<file path="src/rtl/ssd_pkg.sv">
`timescale 1ns / 1ps
`default_nettype none

package ssd_pkg;

   // text store geometry
   localparam int TEXT_DEPTH  = 64;
   localparam int ADDR_W      = $clog2(TEXT_DEPTH);
   localparam int ENTRY_W     = 7;
   localparam int RAW_W       = 8;
   localparam int SCROLL_W    = 7;
   localparam int PERIOD_W    = 16;

   // request kinds on req_tuser
   localparam logic [1:0] CMD_CLEAR   = 2'd0;
   localparam logic [1:0] CMD_APPEND  = 2'd1;
   localparam logic [1:0] CMD_REFRESH = 2'd2;

   localparam logic [7:0]          SEG_BLANK    = 8'hFF;
   localparam logic [7:0]          SEG_DOT      = 8'h7F;
   localparam logic [7:0]          DOT_MASK     = 8'h7F;
   localparam logic [7:0]          CHAR_DOT     = 8'h2E;
   localparam logic [PERIOD_W-1:0] PERIOD_RESET = 16'd180;
   localparam logic [RAW_W-1:0]    SCROLL_MIN_LEN = 8'd8;
   localparam logic [SCROLL_W-1:0] SCROLL_MAX   = 7'd127;

   typedef logic [7:0] seg_type;

   // ASCII to active-low segments, bit 7 is the decimal point
   function automatic seg_type encode_char(input logic [7:0] c);
      seg_type s;
      case (c)
         "0", "O":                 s = 8'hC0;
         "1", "I":                 s = 8'hF9;
         "2":                      s = 8'hA4;
         "3":                      s = 8'hB0;
         "4":                      s = 8'h99;
         "5", "s", "S":            s = 8'h92;
         "6", "g", "G":            s = 8'h82;
         "7":                      s = 8'hF8;
         "8":                      s = 8'h80;
         "9":                      s = 8'h90;
         "a", "A":                 s = 8'h88;
         "b", "B":                 s = 8'h83;
         "C":                      s = 8'hC6;
         "c":                      s = 8'hA7;
         "d", "D":                 s = 8'hA1;
         "e", "E":                 s = 8'h86;
         "f", "F":                 s = 8'h8E;
         "h", "H":                 s = 8'h89;
         "i":                      s = 8'hDF;
         "j", "J":                 s = 8'hF1;
         "l", "L":                 s = 8'hC7;
         "n", "N":                 s = 8'hAB;
         "o":                      s = 8'hA3;
         "p", "P":                 s = 8'h8C;
         "q", "Q":                 s = 8'h98;
         "r", "R":                 s = 8'hAF;
         "t", "T":                 s = 8'h87;
         "u", "U":                 s = 8'hC1;
         "y", "Y":                 s = 8'h91;
         "k", "K", "m", "M", "v", "V",
         "w", "W", "x", "X", "z", "Z",
         "-":                      s = 8'hBF;
         ".":                      s = SEG_DOT;
         " ":                      s = SEG_BLANK;
         "_":                      s = 8'hF7;
         default:                  s = c;   // unknown codes pass through
      endcase
      return s;
   endfunction

endpackage

`default_nettype wire

</file>
<file path="src/rtl/scrolling_seven_segment_driver.sv">
`timescale 1ns / 1ps
`default_nettype none

// Channel   Dir  Handshake             Payload
// req       in   req_tvalid/tready     tdata = char_code, tuser = command
// rsp       out  rsp_tvalid/tready     tdata[0] = serial_bit, tlast = latch_strobe,
//                                      tuser = message_end
// csr       in   csr_we                csr_wdata = scroll_period
//
// Clear and append requests are taken every cycle while req_tready is high.
// A refresh reads the text store (registered read data), then the 16-bit
// word shifts out one bit per accepted rsp beat, so the output shifter
// sets the rate at which refreshes are sustained.
// One refresh may wait in the read stage while the shifter is busy; req_tready
// drops only while that stage is full and cannot move on.
// Synchronous active-high reset; text store contents are not reset.

module scrolling_seven_segment_driver (
   input  wire         clock,
   input  wire         reset,
   input  wire         req_tvalid,
   output logic        req_tready,
   input  wire  [7:0]  req_tdata,     // [7:0] char_code
   input  wire  [1:0]  req_tuser,     // [1:0] command
   output logic        rsp_tvalid,
   input  wire         rsp_tready,
   output logic [7:0]  rsp_tdata,     // [0] serial_bit, [7:1] zero
   output logic        rsp_tlast,     // latch_strobe
   output logic        rsp_tuser,     // [0] message_end
   input  wire         csr_we,
   input  wire  [15:0] csr_wdata
);

   // ---------------- state ----------------
   logic [ssd_pkg::PERIOD_W-1:0] period_ff;
   logic [ssd_pkg::ENTRY_W-1:0]  entry_ff,  entry_in;
   logic [ssd_pkg::RAW_W-1:0]    raw_ff,    raw_in;
   logic                         dot_open_ff, dot_open_in;
   ssd_pkg::seg_type             last_seg_ff, last_seg_in;   // copy of newest entry as appended
   logic [ssd_pkg::SCROLL_W-1:0] scroll_ff, scroll_in;
   logic [1:0]                   phase_ff,  phase_in;
   logic [ssd_pkg::PERIOD_W-1:0] frame_ff,  frame_in;

   // text store: one write port (appends), one registered read port (refresh)
   ssd_pkg::seg_type             mem [ssd_pkg::TEXT_DEPTH];
   logic                         mem_we;
   logic [ssd_pkg::ADDR_W-1:0]   mem_waddr;
   ssd_pkg::seg_type             mem_wdata;
   logic [ssd_pkg::ADDR_W-1:0]   mem_raddr;
   ssd_pkg::seg_type             rd_ff;

   // read stage: refresh waiting for its store data / the shifter
   logic                         a_valid_ff, a_valid_in;
   logic                         a_blank_ff, a_blank_in;
   logic [3:0]                   a_sel_ff,   a_sel_in;
   logic                         a_wrap_ff,  a_wrap_in;
   logic                         a_move;

   // output shifter
   logic                         sh_valid_ff, sh_valid_in;
   logic [15:0]                  sh_word_ff,  sh_word_in;
   logic [3:0]                   sh_cnt_ff,   sh_cnt_in;
   logic                         sh_wrap_ff,  sh_wrap_in;
   logic                         sh_last;
   logic                         rsp_fire;

   logic                         req_fire;
   logic [ssd_pkg::RAW_W-1:0]    pos;
   logic [ssd_pkg::PERIOD_W-1:0] frame_inc;
   logic [ssd_pkg::RAW_W-1:0]    scroll_end;
   ssd_pkg::seg_type             seg_out;

   // ---------------- handshakes ----------------
   assign sh_last    = (sh_cnt_ff == 4'd15);
   assign rsp_fire   = sh_valid_ff && rsp_tready;
   assign a_move     = a_valid_ff && (!sh_valid_ff || (rsp_fire && sh_last));
   assign req_tready = !a_valid_ff || a_move;
   assign req_fire   = req_tvalid && req_tready;

   assign rsp_tvalid = sh_valid_ff;
   assign rsp_tdata  = {7'd0, sh_word_ff[15]};
   assign rsp_tlast  = sh_last;
   assign rsp_tuser  = sh_wrap_ff && sh_last;

   // ---------------- request decode and state update ----------------
   assign pos        = ssd_pkg::RAW_W'(scroll_ff) + ssd_pkg::RAW_W'(phase_ff);
   assign frame_inc  = frame_ff + 1'b1;
   assign scroll_end = ssd_pkg::RAW_W'(scroll_ff) + 8'd6;
   assign mem_raddr  = pos[ssd_pkg::ADDR_W-1:0];

   always_comb begin
      entry_in    = entry_ff;
      raw_in      = raw_ff;
      dot_open_in = dot_open_ff;
      last_seg_in = last_seg_ff;
      scroll_in   = scroll_ff;
      phase_in    = phase_ff;
      frame_in    = frame_ff;
      mem_we      = 1'b0;
      mem_waddr   = entry_ff[ssd_pkg::ADDR_W-1:0];
      mem_wdata   = ssd_pkg::encode_char(req_tdata);
      a_blank_in  = a_blank_ff;
      a_sel_in    = a_sel_ff;
      a_wrap_in   = a_wrap_ff;
      a_valid_in  = a_valid_ff && !a_move;

      if (req_fire) begin
         unique case (req_tuser)
            ssd_pkg::CMD_CLEAR: begin
               entry_in    = '0;
               raw_in      = '0;
               dot_open_in = 1'b0;
               scroll_in   = '0;
               frame_in    = '0;
            end
            ssd_pkg::CMD_APPEND: begin
               if (req_tdata == ssd_pkg::CHAR_DOT && dot_open_ff && entry_ff != '0) begin
                  // dot merges into the newest entry
                  mem_we      = 1'b1;
                  mem_waddr   = ssd_pkg::ADDR_W'(entry_ff - 1'b1);
                  mem_wdata   = last_seg_ff & ssd_pkg::DOT_MASK;
                  dot_open_in = 1'b0;
                  raw_in      = raw_ff + 1'b1;
               end else if (entry_ff < ssd_pkg::ENTRY_W'(ssd_pkg::TEXT_DEPTH)) begin
                  mem_we      = 1'b1;
                  entry_in    = entry_ff + 1'b1;
                  raw_in      = raw_ff + 1'b1;
                  dot_open_in = 1'b1;
                  last_seg_in = mem_wdata;
               end
            end
            ssd_pkg::CMD_REFRESH: begin
               a_valid_in = 1'b1;
               a_blank_in = !(pos < ssd_pkg::RAW_W'(entry_ff));
               a_sel_in   = 4'b1000 >> phase_ff;
               a_wrap_in  = 1'b0;
               phase_in   = phase_ff + 1'b1;
               if (phase_ff == 2'd3 && raw_ff > ssd_pkg::SCROLL_MIN_LEN) begin
                  frame_in = frame_inc;
                  if (frame_inc >= period_ff) begin
                     frame_in = '0;
                     if (scroll_end >= raw_ff || scroll_ff >= ssd_pkg::SCROLL_MAX) begin
                        scroll_in = '0;
                        a_wrap_in = 1'b1;
                     end else begin
                        scroll_in = scroll_ff + 1'b1;
                     end
                  end
               end
            end
            default: ;   // unused code: no effect
         endcase
      end
   end

   // ---------------- shifter ----------------
   assign seg_out = a_blank_ff ? ssd_pkg::SEG_BLANK : rd_ff;

   always_comb begin
      sh_valid_in = sh_valid_ff;
      sh_word_in  = sh_word_ff;
      sh_cnt_in   = sh_cnt_ff;
      sh_wrap_in  = sh_wrap_ff;
      if (a_move) begin
         sh_valid_in = 1'b1;
         sh_word_in  = {seg_out, 4'd0, a_sel_ff};
         sh_cnt_in   = '0;
         sh_wrap_in  = a_wrap_ff;
      end else if (rsp_fire) begin
         if (sh_last) begin
            sh_valid_in = 1'b0;
            sh_cnt_in   = '0;
         end else begin
            sh_word_in  = {sh_word_ff[14:0], 1'b0};
            sh_cnt_in   = sh_cnt_ff + 1'b1;
         end
      end
   end

   // ---------------- registers ----------------
   always_ff @(posedge clock) begin
      if (mem_we) begin
         mem[mem_waddr] <= mem_wdata;
      end
      if (req_fire && req_tuser == ssd_pkg::CMD_REFRESH) begin
         rd_ff <= mem[mem_raddr];
      end
   end

   always_ff @(posedge clock) begin
      if (reset) begin
         period_ff   <= ssd_pkg::PERIOD_RESET;
         entry_ff    <= '0;
         raw_ff      <= '0;
         dot_open_ff <= 1'b0;
         scroll_ff   <= '0;
         phase_ff    <= '0;
         frame_ff    <= '0;
         a_valid_ff  <= 1'b0;
         sh_valid_ff <= 1'b0;
         sh_cnt_ff   <= '0;
      end else begin
         if (csr_we) begin
            period_ff <= csr_wdata;
         end
         entry_ff    <= entry_in;
         raw_ff      <= raw_in;
         dot_open_ff <= dot_open_in;
         scroll_ff   <= scroll_in;
         phase_ff    <= phase_in;
         frame_ff    <= frame_in;
         a_valid_ff  <= a_valid_in;
         sh_valid_ff <= sh_valid_in;
         sh_cnt_ff   <= sh_cnt_in;
      end
   end

   always_ff @(posedge clock) begin
      last_seg_ff <= last_seg_in;
      a_blank_ff  <= a_blank_in;
      a_sel_ff    <= a_sel_in;
      a_wrap_ff   <= a_wrap_in;
      sh_word_ff  <= sh_word_in;
      sh_wrap_ff  <= sh_wrap_in;
   end

   // ---------------- assertions ----------------
   a_entry_bound: assert property (@(posedge clock) disable iff (reset)
      entry_ff <= ssd_pkg::ENTRY_W'(ssd_pkg::TEXT_DEPTH))
      else $error("entry count past store depth");

   a_dot_has_entry: assert property (@(posedge clock) disable iff (reset)
      dot_open_ff |-> entry_ff != '0)
      else $error("open dot with empty text");

   a_refresh_staged: assert property (@(posedge clock) disable iff (reset)
      (req_fire && req_tuser == ssd_pkg::CMD_REFRESH) |=> a_valid_ff)
      else $error("refresh request lost before read stage");

   a_cnt_idle: assert property (@(posedge clock) disable iff (reset)
      !sh_valid_ff |-> sh_cnt_ff == '0)
      else $error("bit counter running with shifter empty");

   a_load_on_last: assert property (@(posedge clock) disable iff (reset)
      (a_valid_ff && rsp_fire && sh_last) |=> (sh_valid_ff && sh_cnt_ff == '0))
      else $error("staged refresh not loaded after latch beat");

endmodule

`default_nettype wire
</file>
<file path="config.mk">
export PLATFORM = sky130hd
export DESIGN_NAME = scrolling_seven_segment_driver
export DESIGN_NICKNAME = d
export VERILOG_FILES = /design/src/rtl/ssd_pkg.sv /design/src/rtl/scrolling_seven_segment_driver.sv
export SDC_FILE = /design/constraint.sdc
export NUM_CORES = 1
export LEC_CHECK = 0
export BUFFER_PORTS_ARGS = -buffer_cell sky130_fd_sc_hd__clkbuf_2
export CAP_MARGIN = 20
export CORE_MARGIN = 5
export CORE_UTILIZATION = 40
export DETAILED_ROUTE_END_ITERATION = 8
export HOLD_SLACK_MARGIN = 0.02
export SETUP_SLACK_MARGIN = 0.5
export SLEW_MARGIN = 30
export SYNTH_ARGS = -nofsm -noshare
export SYNTH_HDL_FRONTEND = slang
export SYNTH_SLANG_ARGS = --single-unit
</file>
<file path="constraint.sdc">
create_clock -name clock -period 3.6 [get_ports clock]
set_input_delay 0 -clock clock [delete_from_list [all_inputs] [get_ports clock]]
set_output_delay 0 -clock clock [all_outputs]
set_load 0.02 [all_outputs]
</file>
==> summary.md <==
| Metric | Value |
|---|---|
| Setup TNS | 0 ns |
| Crit path depth | 10 |
| CTS max path bufs | 3 |
| Worst-path clk slew | 0.06 ns |
| Final period util | between 80% and 90% |
| CTS root buf | clkbuf_16 |
| Global-route wire length before repair | a little under 100000 um |
| CP Launch Type | flip-flop |
| Final cell count without fillers | between 2000 and 3000 |
| GRT Util Overall | ~18% |
| Synth area leaders | edfxtp_1 62%, mux4_2 14%, dfxtp_1 5.1%, ha_1 2.0%, nor2_1 2.0% |
| Area of the mapped netlist | between 20000 and 30000 um^2 |
| H-tree Lvls | 3 |
| Initial antenna violation count | 0 |
| Max frequency | around 310 MHz |
| R2R Setup Slk | between 0.4 and 0.5 ns |
| Yosys top cell area share | between 60% and 70% |
| Maximum vdd drop | roughly 300 uV |
| CP Data Required Time | roughly 4.0 ns |
| Synth Instances | 1649 |
| WP data arrival | roughly 3.6 ns |
| Post-Place Cell Area | approximately 29000 um^2 |
| Critical path origin | phase_ff[0] |
| Yosys warns | 0 |
| Clk_lat worst skew | 0.62 ns |
| Antenna-violating nets left | 0 |
| Synth area leader | edfxtp_1 |
| Slowest CP cell | fa_4 |
| Cell variety after synth | 81 |
| Relative slew slack | between 40% and 50% |
| DP Worst Slack | 0.127 ns |
| Post-synth top flop | edfxtp_1 |
| Vias | around 16000 |
| Port Buffers | 35 |
| CP Capture Point | rd_ff[2] |
| Max cap viols | 0 |
| Syn-to-layout area delta | 20.5% |
| Final Net Count | between 1500 and 2000 |
| Number of synthesized flops with an enable pin | approximately 550 |
| Starting DRT DRC Count | 1563 |
| Buf/Inv on CP | 4 |
| Cell count after placement | 2576 |
| Worst-Margin Slew | 0.843 ns |
| Grt total ovfl | 0 |
| Pwr Density | a little under 500 nW/um^2 |
| Clock sink count | 613 |
| WL final | between 60000 and 70000 um |
| Final core utilization | roughly half |
| Final setup viols | 0 |
| Peak per-stage delay on the critical path | 0.82 ns |
| Worst setup path category | flip-flop to flip-flop |
| Die Area | just over 70000 um^2 |
| Critical Path Fanout Max | 6 |
| TritonRoute pass-1 iters | 7 |
| CTS tree | yes |
| Max Transition Viols Final | 0 |
| Synth Area per Inst | around 16 um^2 |
| Routability Congestion | around 0.83 |
| Async SR Flop Fraction | 0% |
| Residual DRC | 0 |
| Worst setup margin | roughly 0.42 ns |
| Die Height | 268 um |
| Most common cell after layout, fill and taps aside | edfxtp_1 |
| CTS buffer count | 67 |
| Most frequent cells in the layout | 546 x edfxtp_1, 160 x mux4_2, 137 x nor2_1 |
| FF-to-FF path depth | 10 |
| Seq/Total Area, Yosys | between 60% and 70% |
| DP Wirelength | ~38000 um |
| FP Rows | 94 |
| R2r endpoint | rd_ff[2] |
| Lkg Pwr | 10.6 nW |
| Largest net degree at the start of global routing | 65 |
| Proportion of layout cells with a drive suffix above 1 | around 29% |
| Post-DR wirelength/cell | roughly 23 um |
| HP Class | input pin to flip-flop |
| Yosys reg bits | approximately 610 |
| Vias per cell | 5.62 |
| Ports | 43 |
| R2R Path Start | phase_ff[0] |
| Crit. End Element | flip-flop |
| Min Hold Slack | approximately 0.066 ns |
| N_diodes | 0 |
| Starting density of the core | between 40% and 50% |
| CP Cell Sequence | ha_4, fa_4, buf_12, buf_6, buf_12, buf_16, mux4_2, mux4_2, a22oi_2, nand2_1 |
| Final Hold Viols | 0 |
| DIE WIDTH | around 270 um |
| RSZ-0062 raised after global routing | true |
| Delay-heaviest family, CP | adder cells |
| Fin area | 32000 um^2 |
| Final Total Pwr | about 15 mW |
| Vias in the first global route | 15700 |
| Core Region | approximately 66000 um^2 |
| Min cycle time layout | about 3.2 ns |
| Status | complete, no violations |
| Clock Skews | 0.0404 ns |
-- cell usage after synthesis (6+ instances only) --
cell type and count:
edfxtp_1 546, mux4_2 160, nor2_1 140, nand2_1 87, dfxtp_1 67, a21oi_1 54, clkbuf_1 51, inv_1 44
nand3_1 44, ha_1 43, nor3_1 35, o21ai_0 26, xnor2_1 22, buf_2 21, mux2i_1 20, buf_1 17
nand2b_1 17, a22oi_1 16, and3_1 15, xor2_1 14, nand4_1 13, nor2b_1 13, a31oi_1 12, o211ai_1 10
o21a_1 10, nor4_1 9, a21o_1 8, and2_1 8, buf_4 8, nand3b_1 8, or3_1 8, o22ai_1 7
o31ai_1 6, or4_1 6
-- final cells by class --
cell class | count | area (um^2)
multi-input cells | 897 | 8550
flip-flops and latches | 613 | 17800
fillers | 5455 | 33800
repair buffers | 231 | 2300
well taps | 864 | 1080
clock inverters | 34 | 287
clock buffers | 85 | 1830
inverters | 46 | 176
-- cell families (layout without fill, tap and decap cells) --
| kind of cell | Yosys count | count (layout) | share of synthesized area [%] |
|---|---|---|---|
| AOI/OAI and AO/OA | 196 | 196 | 4.97 |
| other | 1 | 7 | 0.0141 |
| buffers and inverters | 145 | 396 | 2.32 |
| DFF | 613 | 613 | 66.8 |
| and+or+nand+nor | 431 | 431 | 8.12 |
| muxes | 183 | 183 | 14.5 |
| xor gates and xnor gates | 36 | 36 | 1.19 |
| adders and majority gates | 44 | 44 | 2.10 |
-- timing repair --
item | CTS | global route
endpoints found under the hold margin | 33 | 0
hold buffers | 26 | 0
pin swaps | 24 | 30
cloned | 8 | 5
gates resized for setup | 58 | 36
buffers inserted | 29 | 7
endpoints found under the setup margin | 31 | 586
-- per-layer routing --
metal  track usage, %  share of wire, %  wire length (um)  vias to the layer above
li1                 -                 -                 -                     6934
met4             4.96               2.3              1450                        0
met2             28.9                48             30900                      528
met1             24.9                43             27700                     8012
met5                0                 0                 0                        -
met3             2.82               6.3              4040                       90
-- where the power goes --
group          internal (mW)  switching, mW
registers               7.94         0.0154
clock network           3.76           2.81
logic                  0.354          0.609
-- registers in the layout (all words and copies together) (netlist names) --
signal	flops
a_blank_ff	1
a_sel_ff	4
a_valid_ff	1
a_wrap_ff	1
dot_open_ff	1
entry_ff	7
frame_ff	16
last_seg_ff	7
mem	512
period_ff	16
phase_ff	2
raw_ff	8
rd_ff	8
rsp_tvalid	1
scroll_ff	7
sh_cnt_ff	4
sh_word_ff	16
sh_wrap_ff	1
-- worst register-to-register path, stage by stage, from the launching register on --
cell	delay, ns
dfxtp_4	0.35
ha_4	0.16
fa_4	0.82
buf_12	0.13
buf_6	0.09
buf_12	0.12
buf_16	0.14
mux4_2	0.29
mux4_2	0.55
a22oi_2	0.21
nand2_1	0.07
-- worst min path at each step --
stage | start | endpoint | slack [ns] | depth (start not counted)
after floorplan | csr_wdata[2] | period_ff[2] | 0.13 | 2
after global placement | csr_wdata[7] | period_ff[7] | 0.23 | 3
after detailed placement | csr_wdata[7] | period_ff[7] | 0.23 | 3
after CTS | req_tdata[2] | last_seg_ff[2] | 0.05 | 2
after global routing | csr_we | period_ff[0] | 0.09 | 3
final | csr_we | period_ff[6] | 0.07 | 3
Power figures use the tool's default switching activity.
